File: src/hw/rtl/vhcs_pkg.sv
// Shared types and constants for the voxel file header chunk scanner.
// No dependencies; imported by every module of the block.
package vhcs_pkg;

   typedef struct packed {
      logic [7:0] data_byte;
      logic       last_byte;
   } req_word_type;

   typedef struct packed {
      logic        header_ok;
      logic [7:0]  size_x;
      logic [7:0]  size_y;
      logic [7:0]  size_z;
      logic [15:0] voxel_count;
   } rsp_word_type;

   typedef enum logic [5:0] {
      PH_FILEHDR = 6'b000001,
      PH_SKIP    = 6'b000010,
      PH_CHUNK   = 6'b000100,
      PH_SIZE    = 6'b001000,
      PH_XYZI    = 6'b010000,
      PH_STOP    = 6'b100000
   } phase_type;

   localparam int CSR_IDX_W  = 1;
   localparam int CSR_DATA_W = 16;
   localparam logic [CSR_IDX_W-1:0] CSR_MAX_DIM    = 1'b0;
   localparam logic [CSR_IDX_W-1:0] CSR_MAX_VOXELS = 1'b1;

   localparam logic [7:0]  MAX_DIM_RESET    = 8'd255;
   localparam logic [15:0] MAX_VOXELS_RESET = 16'd65535;

   localparam logic [31:0] TAG_VOX  = 32'h2058_4F56;
   localparam logic [31:0] TAG_MAIN = 32'h4E49_414D;
   localparam logic [31:0] TAG_SIZE = 32'h455A_4953;
   localparam logic [31:0] TAG_XYZI = 32'h495A_5958;

   localparam logic [31:0] VERSION_MIN  = 32'd100;
   localparam logic [31:0] VERSION_MAX  = 32'd250;
   localparam logic [31:0] SIZE_CONTENT = 32'd12;
   localparam logic [31:0] XYZI_CONTENT = 32'd4;

   localparam int FIELD_W = 4;
   localparam logic [FIELD_W-1:0] WORD0_END = 4'd3;
   localparam logic [FIELD_W-1:0] WORD1_END = 4'd7;
   localparam logic [FIELD_W-1:0] WORD2_END = 4'd11;
   localparam logic [FIELD_W-1:0] WORD3_END = 4'd15;

endpackage

File: src/hw/rtl/vhcs_in_stage.sv
// Input register for the scanner: holds one request word until the parser takes it.
// Depends on vhcs_pkg.
module vhcs_in_stage (
   input  logic                  clock,
   input  logic                  reset,
   input  logic                  req_valid,
   input  vhcs_pkg::req_word_type req_word,
   output logic                  req_ready,
   input  logic                  pop,
   output logic                  held_valid,
   output vhcs_pkg::req_word_type held_word
);
   import vhcs_pkg::*;

   logic         valid_ff;
   logic         valid_in;
   req_word_type word_ff;
   logic         accept;

   assign req_ready = !valid_ff || pop;
   assign accept    = req_valid && req_ready;

   always_comb begin
      valid_in = valid_ff;
      if (accept) begin
         valid_in = 1'b1;
      end else if (pop) begin
         valid_in = 1'b0;
      end
   end

   always_ff @(posedge clock) begin
      if (reset) begin
         valid_ff <= 1'b0;
      end else begin
         valid_ff <= valid_in;
      end
   end

   always_ff @(posedge clock) begin
      if (accept) begin
         word_ff <= req_word;
      end
   end

   assign held_valid = valid_ff;
   assign held_word  = word_ff;

endmodule

File: src/hw/rtl/vhcs_parser.sv
// Byte-wise header and chunk walker with registered state: one byte per step.
// Depends on vhcs_pkg.
module vhcs_parser #(
   parameter int WINDOW_BYTES = 512
) (
   input  logic                   clock,
   input  logic                   reset,
   input  logic                   step,
   input  vhcs_pkg::req_word_type word,
   input  logic [7:0]             max_dim,
   input  logic [15:0]            max_voxels,
   output logic                   emit,
   output vhcs_pkg::rsp_word_type result
);
   import vhcs_pkg::*;

   localparam int POS_W = $clog2(WINDOW_BYTES + 1);
   localparam logic [POS_W-1:0] WINDOW_END = POS_W'(WINDOW_BYTES);

   phase_type          phase_ff, phase_in;
   logic [POS_W-1:0]   pos_ff, pos_in;
   logic [FIELD_W-1:0] field_ff, field_in;
   logic [31:0]        acc_ff, acc_in;
   logic [31:0]        tag_ff, tag_in;
   logic [31:0]        len_ff, len_in;
   logic [32:0]        skip_ff, skip_in;
   logic               seen_ff, seen_in;
   logic [2:0][7:0]    pend_ff, pend_in;
   logic [2:0][7:0]    dims_ff, dims_in;
   logic [15:0]        count_ff, count_in;
   logic               ok_ff, ok_in;
   logic               clear;

   always_comb begin
      logic [31:0] w;
      logic [32:0] skip_new;
      logic        word_done;

      phase_in = phase_ff;
      pos_in   = pos_ff;
      field_in = field_ff;
      acc_in   = acc_ff;
      tag_in   = tag_ff;
      len_in   = len_ff;
      skip_in  = skip_ff;
      seen_in  = seen_ff;
      pend_in  = pend_ff;
      dims_in  = dims_ff;
      count_in = count_ff;
      ok_in    = ok_ff;

      w         = {word.data_byte, acc_ff[31:8]};
      word_done = (field_ff[1:0] == 2'b11);
      skip_new  = '0;

      if (step && (pos_ff < WINDOW_END)) begin
         pos_in = pos_ff + POS_W'(1);
         case (phase_ff)
            PH_SKIP: begin
               skip_in = skip_ff - 33'd1;
               if (skip_in == '0) begin
                  field_in = '0;
                  phase_in = PH_CHUNK;
               end
            end
            PH_FILEHDR: begin
               acc_in   = w;
               field_in = field_ff + FIELD_W'(1);
               if (word_done) begin
                  if (field_ff == WORD0_END) begin
                     if (w != TAG_VOX) phase_in = PH_STOP;
                  end else if (field_ff == WORD1_END) begin
                     if (!(w inside {[VERSION_MIN:VERSION_MAX]})) phase_in = PH_STOP;
                  end else if (field_ff == WORD2_END) begin
                     if (w != TAG_MAIN) phase_in = PH_STOP;
                  end else begin
                     skip_in  = {1'b0, w};
                     field_in = '0;
                     phase_in = (w == '0) ? PH_CHUNK : PH_SKIP;
                  end
               end
            end
            PH_CHUNK: begin
               acc_in   = w;
               field_in = field_ff + FIELD_W'(1);
               if (word_done) begin
                  if (field_ff == WORD0_END) begin
                     tag_in = w;
                  end else if (field_ff == WORD1_END) begin
                     len_in = w;
                  end else if (!seen_ff && (tag_ff == TAG_SIZE)) begin
                     if (len_ff < SIZE_CONTENT) begin
                        phase_in = PH_STOP;
                     end else begin
                        skip_in  = {1'b0, len_ff - SIZE_CONTENT} + {1'b0, w};
                        field_in = '0;
                        pend_in  = '0;
                        phase_in = PH_SIZE;
                     end
                  end else if (tag_ff == TAG_XYZI) begin
                     if (len_ff < XYZI_CONTENT) begin
                        phase_in = PH_STOP;
                     end else begin
                        field_in = '0;
                        phase_in = PH_XYZI;
                     end
                  end else begin
                     skip_new = {1'b0, len_ff} + {1'b0, w};
                     skip_in  = skip_new;
                     field_in = '0;
                     phase_in = (skip_new == '0) ? PH_CHUNK : PH_SKIP;
                  end
               end
            end
            PH_SIZE: begin
               acc_in   = w;
               field_in = field_ff + FIELD_W'(1);
               if (word_done) begin
                  if ((w == '0) || (w > {24'd0, max_dim})) begin
                     phase_in = PH_STOP;
                  end else begin
                     pend_in[field_ff[3:2]] = w[7:0];
                     if (field_ff == WORD2_END) begin
                        dims_in  = pend_in;
                        seen_in  = 1'b1;
                        field_in = '0;
                        phase_in = (skip_ff == '0) ? PH_CHUNK : PH_SKIP;
                     end
                  end
               end
            end
            PH_XYZI: begin
               acc_in   = w;
               field_in = field_ff + FIELD_W'(1);
               if (word_done) begin
                  if (w <= {16'd0, max_voxels}) begin
                     count_in = w[15:0];
                     ok_in    = seen_ff;
                  end
                  phase_in = PH_STOP;
               end
            end
            default: begin
            end
         endcase
      end
   end

   assign clear = step && word.last_byte;
   assign emit  = clear;

   assign result.header_ok   = ok_in;
   assign result.size_x      = dims_in[0];
   assign result.size_y      = dims_in[1];
   assign result.size_z      = dims_in[2];
   assign result.voxel_count = count_in;

   always_ff @(posedge clock) begin
      if (reset || clear) begin
         phase_ff <= PH_FILEHDR;
         pos_ff   <= '0;
         field_ff <= '0;
         seen_ff  <= 1'b0;
         dims_ff  <= '0;
         count_ff <= '0;
         ok_ff    <= 1'b0;
      end else begin
         phase_ff <= phase_in;
         pos_ff   <= pos_in;
         field_ff <= field_in;
         seen_ff  <= seen_in;
         dims_ff  <= dims_in;
         count_ff <= count_in;
         ok_ff    <= ok_in;
      end
   end

   always_ff @(posedge clock) begin
      acc_ff  <= acc_in;
      tag_ff  <= tag_in;
      len_ff  <= len_in;
      skip_ff <= skip_in;
      pend_ff <= pend_in;
   end

endmodule

File: src/hw/rtl/vhcs_out_stage.sv
// Result register: holds one response word until the consumer takes it.
// Depends on vhcs_pkg.
module vhcs_out_stage (
   input  logic                   clock,
   input  logic                   reset,
   input  logic                   load,
   input  vhcs_pkg::rsp_word_type load_word,
   input  logic                   rsp_ready,
   output logic                   rsp_valid,
   output vhcs_pkg::rsp_word_type rsp_word
);
   import vhcs_pkg::*;

   logic         valid_ff;
   logic         valid_in;
   rsp_word_type word_ff;

   always_comb begin
      valid_in = valid_ff;
      if (load) begin
         valid_in = 1'b1;
      end else if (rsp_ready) begin
         valid_in = 1'b0;
      end
   end

   always_ff @(posedge clock) begin
      if (reset) begin
         valid_ff <= 1'b0;
      end else begin
         valid_ff <= valid_in;
      end
   end

   always_ff @(posedge clock) begin
      if (load) begin
         word_ff <= load_word;
      end
   end

   assign rsp_valid = valid_ff;
   assign rsp_word  = word_ff;

endmodule

File: src/hw/rtl/vox_header_chunk_scanner_top.sv
// Voxel file header chunk scanner, top level: input register, parser, result register.
// The result word of a last byte passes the input register, then the result register.
// Throughput: one byte per cycle; a last byte waits only while an unread result is held.
// Reset (synchronous, active high) returns the parser to the file header, clears both
// handshake stages and restores max_dim to 255 and max_voxels to 65535.
module vox_header_chunk_scanner_top #(
   parameter int WINDOW_BYTES = 512
) (
   input  logic                              clock,
   input  logic                              reset,
   input  logic                              req_valid,
   output logic                              req_ready,
   input  vhcs_pkg::req_word_type            req_word,
   output logic                              rsp_valid,
   input  logic                              rsp_ready,
   output vhcs_pkg::rsp_word_type            rsp_word,
   input  logic                              csr_wr_en,
   input  logic [vhcs_pkg::CSR_IDX_W-1:0]    csr_index,
   input  logic [vhcs_pkg::CSR_DATA_W-1:0]   csr_wdata
);
   import vhcs_pkg::*;

   logic [7:0]   max_dim_ff;
   logic [15:0]  max_voxels_ff;
   logic         held_valid;
   req_word_type held_word;
   logic         take;
   logic         emit;
   rsp_word_type result;

   always_ff @(posedge clock) begin
      if (reset) begin
         max_dim_ff    <= MAX_DIM_RESET;
         max_voxels_ff <= MAX_VOXELS_RESET;
      end else if (csr_wr_en) begin
         case (csr_index)
            CSR_MAX_DIM:    max_dim_ff    <= csr_wdata[7:0];
            CSR_MAX_VOXELS: max_voxels_ff <= csr_wdata[15:0];
            default: begin
            end
         endcase
      end
   end

   assign take = held_valid && (!held_word.last_byte || !rsp_valid || rsp_ready);

   vhcs_in_stage u_in_stage (
      .clock      (clock),
      .reset      (reset),
      .req_valid  (req_valid),
      .req_word   (req_word),
      .req_ready  (req_ready),
      .pop        (take),
      .held_valid (held_valid),
      .held_word  (held_word)
   );

   vhcs_parser #(
      .WINDOW_BYTES (WINDOW_BYTES)
   ) u_parser (
      .clock      (clock),
      .reset      (reset),
      .step       (take),
      .word       (held_word),
      .max_dim    (max_dim_ff),
      .max_voxels (max_voxels_ff),
      .emit       (emit),
      .result     (result)
   );

   vhcs_out_stage u_out_stage (
      .clock     (clock),
      .reset     (reset),
      .load      (emit),
      .load_word (result),
      .rsp_ready (rsp_ready),
      .rsp_valid (rsp_valid),
      .rsp_word  (rsp_word)
   );

`ifndef SYNTHESIS
   a_no_overwrite: assert property (@(posedge clock) disable iff (reset)
      !(emit && rsp_valid && !rsp_ready))
      else $error("result register overwritten while held");

   a_ok_has_dims: assert property (@(posedge clock) disable iff (reset)
      (rsp_valid && rsp_word.header_ok) |->
      (rsp_word.size_x != 8'd0 && rsp_word.size_y != 8'd0 && rsp_word.size_z != 8'd0))
      else $error("header_ok without accepted dimensions");

   a_dims_together: assert property (@(posedge clock) disable iff (reset)
      (rsp_valid && rsp_word.size_x == 8'd0) |->
      (rsp_word.size_y == 8'd0 && rsp_word.size_z == 8'd0))
      else $error("partial dimensions reported");

   a_emit_needs_last: assert property (@(posedge clock) disable iff (reset)
      emit |-> (held_valid && held_word.last_byte))
      else $error("result produced without a last byte");
`endif

endmodule

File: config.mk
export PLATFORM = sky130hd
export DESIGN_NAME = vox_header_chunk_scanner_top
export DESIGN_NICKNAME = d
export VERILOG_FILES = /design/src/hw/rtl/vhcs_pkg.sv /design/src/hw/rtl/vhcs_in_stage.sv /design/src/hw/rtl/vhcs_parser.sv /design/src/hw/rtl/vhcs_out_stage.sv /design/src/hw/rtl/vox_header_chunk_scanner_top.sv
export SDC_FILE = /design/constraint.sdc
export NUM_CORES = 1
export LEC_CHECK = 0
export ABC_AREA = 1
export BUFFER_PORTS_ARGS = -buffer_cell sky130_fd_sc_hd__buf_2
export CAP_MARGIN = 15
export CORE_ASPECT_RATIO = 1.1
export CORE_MARGIN = 5
export CORE_UTILIZATION = 57
export CTS_BUF_LIST = sky130_fd_sc_hd__clkbuf_16
export DETAILED_ROUTE_END_ITERATION = 10
export PLACE_DENSITY = 0.81
export SLEW_MARGIN = 15
export SYNTH_ARGS = -nofsm -noshare
export SYNTH_HDL_FRONTEND = slang
export SYNTH_SLANG_ARGS = --single-unit
File: constraint.sdc
create_clock -name clock -period 5.85 [get_ports clock]
set_input_delay 0.585 -clock clock [delete_from_list [all_inputs] [get_ports clock]]
set_output_delay 0.585 -clock clock [all_outputs]
set_load 0.05 [all_outputs]
==> results by stage <==
Worst setup path:
- The data required time of the worst path is a little over 6 ns.
- The cell seen most often among critical-path stages is sky130_fd_sc_hd__inv_1.
- The category of the most critical setup path is flop to flop.
- The reg-to-reg critical path endpoint is u_parser.skip_ff[31]$_DFFE_PP_.
- The cell class contributing the biggest share of worst-path delay is simple AND/OR/NAND/NOR gates.
- The largest individual stage delay along the critical path comes from the cell sky130_fd_sc_hd__edfxtp_1.
- STA classifies the critical path endpoint as a flop.
- In this run the worst path has a maximum fanout of 4.
- The most critical setup path has its startpoint at u_parser.len_ff[2]$_DFFE_PP_.
- The type of element launching the critical path is a flop.
- For the worst setup path, the data arrival time is 4.46 ns.
- The number of buffer and inverter instances along the worst setup path is 3.
- Setup slack on the worst reg-to-reg path comes out at 1.69 ns.
- The startpoint of the worst register-to-register path is u_parser.len_ff[2]$_DFFE_PP_.
- For this run, the slowest stage of the critical path takes approximately 0.46 ns.
- The depth of the worst register-to-register path is 17.
- The signal on the critical path passes through ha_1 > nor2_1 > inv_1 > nor2_2 > inv_1 > nor2_1 > nand2_1 > nor3_1 > xor2_1 > ha_1 > inv_1 > nor4_1 > nand3_1 > nand3_1 > nand2_1 > o21ai_0 > o211ai_1.

Clock tree:
- The number of instances resized during post-cts repair is 0.
- The number of H-tree branching levels is 1.
- The clock drives approximately 280 sinks.
- For the worst-skew pair, the clock arrives at the later sink with an insertion delay of 0.58 ns.
- The CTS tree is built.
- The clock passes through at most 3 buffers.
- The cell chosen for the clock root is sky130_fd_sc_hd__clkbuf_16.
- In this run, CTS created clock tree buffers numbering 30.
- The setup fix buffers added after clock tree synthesis is 0.
- The hold buffer count at CTS is 0.
- The clock slew seen by the registers of the worst setup and hold paths is approximately 0.070 ns.

Worst hold path:
- For hold timing, the worst endpoint is u_in_stage.held_valid$_SDFFE_PP0P_.
- The launch instance of the worst min-delay path is reset.
- Along the worst hold path, the cell count comes to 2.
- The min-delay analysis places its worst path in the category primary input to flop.

Power and ir drop:
- The design draws 4.60 mW.
- The worst vdd rail ir drop is 0.256 mV.
- The leakage power is around 9 nW.
- The power density of the placed cells is 234 nW/um2.

Floorplan:
- The row count is 67.
- 74 I/O pins were placed.
- The floorplan die width is around 180 um.
- The effective utilization at floorplan is between 50% and 60%.
- The floorplan step defined a core boundary enclosing 30700 um2.
- The die extent in y is 195 um.
- The die covers 34900 um2.

Place:
- Summed over all nets, the half-perimeter wirelength after detailed placement is 41.0 mm.
- The count of buffers inserted at the top-level ports is 73.
- In this run the cell area measured after placement is 18600 um2.
- Routability-driven placement finished with a final weighted congestion of 0.990.
- The cell count after placement is 2785.

GRT:
- The wire length of the first global-routing pass is 84.4 mm.
- The total global routing track utilization is 30.8%.
- The number of antenna violations at the first check in global routing was 0.
- The layer flagged by global routing as most heavily used is met2.
- The total overflow left after global routing is 0.
- Entering global routing, the biggest net connects 54 pins.
- For met2 alone, demand over resource in global routing was about half.
- Global routing consumed, on the met3 layer, 5.47% of the routing resources.
- The via count of the first global-routing pass was between 15000 and 20000.
- The met1 routing resource usage after global routing is roughly 43%.

Synthesis:
- Counting instances in the post-synthesis netlist gives the leading cell types as sky130_fd_sc_hd__nand2_1, sky130_fd_sc_hd__inv_1, sky130_fd_sc_hd__nor2_1.
- Sequential cells were found to cover a little over two fifths of the synthesized design area.
- Of all cell types, the one taking the most synthesized area is sky130_fd_sc_hd__edfxtp_1.
- By area, the combinational part of the netlist is dominated by simple AND/OR/NAND/NOR gates.
- The cell count after synthesis is 2326.
- The synthesized netlist contains 55 unique library cells.
- The post-synthesis net count is 2454.
- The synthesized netlist devotes approximately 11% of its cell area to compound gates.
- The mapped netlist covers 17800 um2.
- The synthesized netlist devotes 6.86% of its cell area to adder and majority cells.
- During synthesis, Yosys emitted a total of 0 warnings.
- A synthesized cell averages approximately 7.7 um2.
- By area the synthesized netlist is led by sky130_fd_sc_hd__edfxtp_1, sky130_fd_sc_hd__nand2_1, sky130_fd_sc_hd__dfxtp_1.
- The number of synthesized flops with an enable pin is ~200.
- After synthesis the netlist holds a flip-flop and latch count of 283.
- In this run the biggest area consumer among cell types represents 32.9% of the synthesized area.
- The fraction of registers with async set or reset after synthesis is 0%.
- The post-synthesis share of cell area spent on and, or, nand and nor gates is 27.2%.
- After synthesis, the share of cell area in mux cells is 0%.
- The fraction of synthesized cell area in xor and xnor cells is 3.94%.
- The most used flip-flop cell after synthesis is sky130_fd_sc_hd__edfxtp_1.
- The cell with the most instances after synthesis is sky130_fd_sc_hd__nand2_1.

Layout:
- Summing all non-filler instances in the final layout gives an area of 19700 um2.
- 0 antenna diodes ended up in the layout.
- In the final layout, the multi-input gates occupy 8790 um2.
- The filler-free cell count of the finished design is around 2800.
- Relative to the synthesized area, the layout overhead comes to 10.4%.
- Summing all flip-flop and latch instances after layout gives between 7000 and 8000 um2.
- Fill cells in the final layout number approximately 2700.
- Of the cells placed in the final design, the portion with a size suffix greater than 1 is 6.80%.
- The post-layout net count is 2531.

Timing:
- The count of endpoints failing hold in the final timing report is 0.
- Setup repair after global routing left no endpoint under its margin.
- The max-slew violation total from the final report is 0.
- For the pin with the worst max-slew slack, the measured transition is 1.10 ns.
- The sum of negative setup slack is 0 ns.
- Based on the critical path, the design can be clocked at up to 0.240 GHz.
- The worst hold slack across all endpoints is 0.175 ns.
- The number of setup violations in the final report is 0.
- The post-route fraction of the period consumed by the critical path is 71.1%.
- The worst path needs 4.16 ns of the cycle, external delays included.
- The setup clock skew after layout is 0.0194 ns.
- Measured against its own limit, the worst slew margin works out to a little over a quarter.

Run:
- The number of maximum-capacitance violations is 0.

Run status:
- The flow ran to the end, and the final reports show no timing, DRC or antenna violations.

Drt:
- Dividing the detail-routed wire length by the instance count gives 19.2 um.
- In the routed design, unresolved DRC markers number 0.
- The overall via count from detail_route is 16400.
- The antenna violation net count after detailed routing is 0.
- The detailed-routing iteration count for the pre-antenna-repair pass is 6.
- Summed over all layers, the routed wires come to 54.4 mm.
- After detailed routing, the number of vias per cell comes to between 5 and 6.
- The DRC marker count from the first detailed-route iteration is 2243.
==> per-layer routing <==
layer	vias to the layer above	routed length, um
met1	7523	22200
met4	0	2130
met5	-	0
met3	136	5840
met2	868	24300
li1	7865	-
==> logic make-up (layout without fill, tap and decap cells) <==
kind of cell | Yosys count | after routing
adders and majority gates | 97 | 97
buffers and inverters | 375 | 476
and+or+nand+nor | 1150 | 1150
AOI/OAI and AO/OA | 341 | 341
xor gates and xnor gates | 80 | 80
DFF | 283 | 283
==> power by group <==
part           internal, mW  switching, mW  total [mW]
Clock                  1.12          0.812        1.93
Combinational         0.138          0.312       0.450
Sequential             2.17         0.0592        2.23
==> registers in the layout, indices dropped and copies added, names as in the netlist <==
| register | cells |
|---|---|
| max_dim_ff | 8 |
| max_voxels_ff | 16 |
| u_in_stage.held_valid | 1 |
| u_in_stage.held_word | 9 |
| u_out_stage.rsp_valid | 1 |
| u_out_stage.rsp_word | 41 |
| u_parser.acc_ff | 24 |
| u_parser.count_ff | 16 |
| u_parser.dims_ff | 24 |
| u_parser.field_ff | 4 |
| u_parser.len_ff | 32 |
| u_parser.ok_ff | 1 |
| u_parser.pend_ff | 24 |
| u_parser.phase_ff | 6 |
| u_parser.pos_ff | 10 |
| u_parser.seen_ff | 1 |
| u_parser.skip_ff | 33 |
| u_parser.tag_ff | 32 |
==> final cells by class <==
| type | count | area share [%] |
|---|---|---|
| Tap cell | 414 | 2.64 |
| Inverter | 333 | 6.36 |
| Timing Repair Buffer | 87 | 2.39 |
| Sequential cell | 283 | 38.8 |
| Clock buffer | 30 | 3.82 |
| Multi-Input combinational cell | 1668 | 44.7 |
| Clock inverter | 26 | 1.31 |
==> through the flow <==
step                      util, %  setup WS, ns
after floorplan                 -          1.12
after global placement       60.8          1.92
after detailed placement     60.8          1.78
after CTS                    64.0          1.74
after global routing         64.0          1.38
final                        64.0          1.69
==> layout by cell type (no fill, tap or decap), types with 25 or more instances in the layout <==
| cell | n |
|---|---|
| sky130_fd_sc_hd__inv_1 | 332 |
| sky130_fd_sc_hd__nor3_1 | 25 |
| sky130_fd_sc_hd__dfxtp_1 | 88 |
| sky130_fd_sc_hd__nand3_1 | 107 |
| sky130_fd_sc_hd__nand2_1 | 596 |
| sky130_fd_sc_hd__edfxtp_1 | 195 |
| sky130_fd_sc_hd__a21oi_1 | 128 |
| sky130_fd_sc_hd__clkbuf_16 | 30 |
| sky130_fd_sc_hd__ha_1 | 96 |
| sky130_fd_sc_hd__xnor2_1 | 39 |
| sky130_fd_sc_hd__buf_2 | 73 |
| sky130_fd_sc_hd__o211ai_1 | 38 |
| sky130_fd_sc_hd__nand4_1 | 40 |
| sky130_fd_sc_hd__xor2_1 | 41 |
| sky130_fd_sc_hd__o21ai_0 | 107 |
| sky130_fd_sc_hd__nor2_1 | 311 |
==> worst max path at each step <==
| stage | slack, ns | cells past startpoint | endpoint |
|---|---|---|---|
| floorplan | 1.12 | 10 | u_parser.pend_ff[0]$_SDFFCE_PN0P_ |
| global placement | 1.92 | 14 | u_parser.skip_ff[31]$_DFFE_PP_ |
| detailed placement | 1.78 | 17 | u_parser.skip_ff[31]$_DFFE_PP_ |
| CTS | 1.74 | 17 | u_parser.skip_ff[31]$_DFFE_PP_ |
| global route | 1.38 | 17 | u_parser.skip_ff[31]$_DFFE_PP_ |
| finish | 1.69 | 17 | u_parser.skip_ff[31]$_DFFE_PP_ |
(Power assumes the default switching activity.)
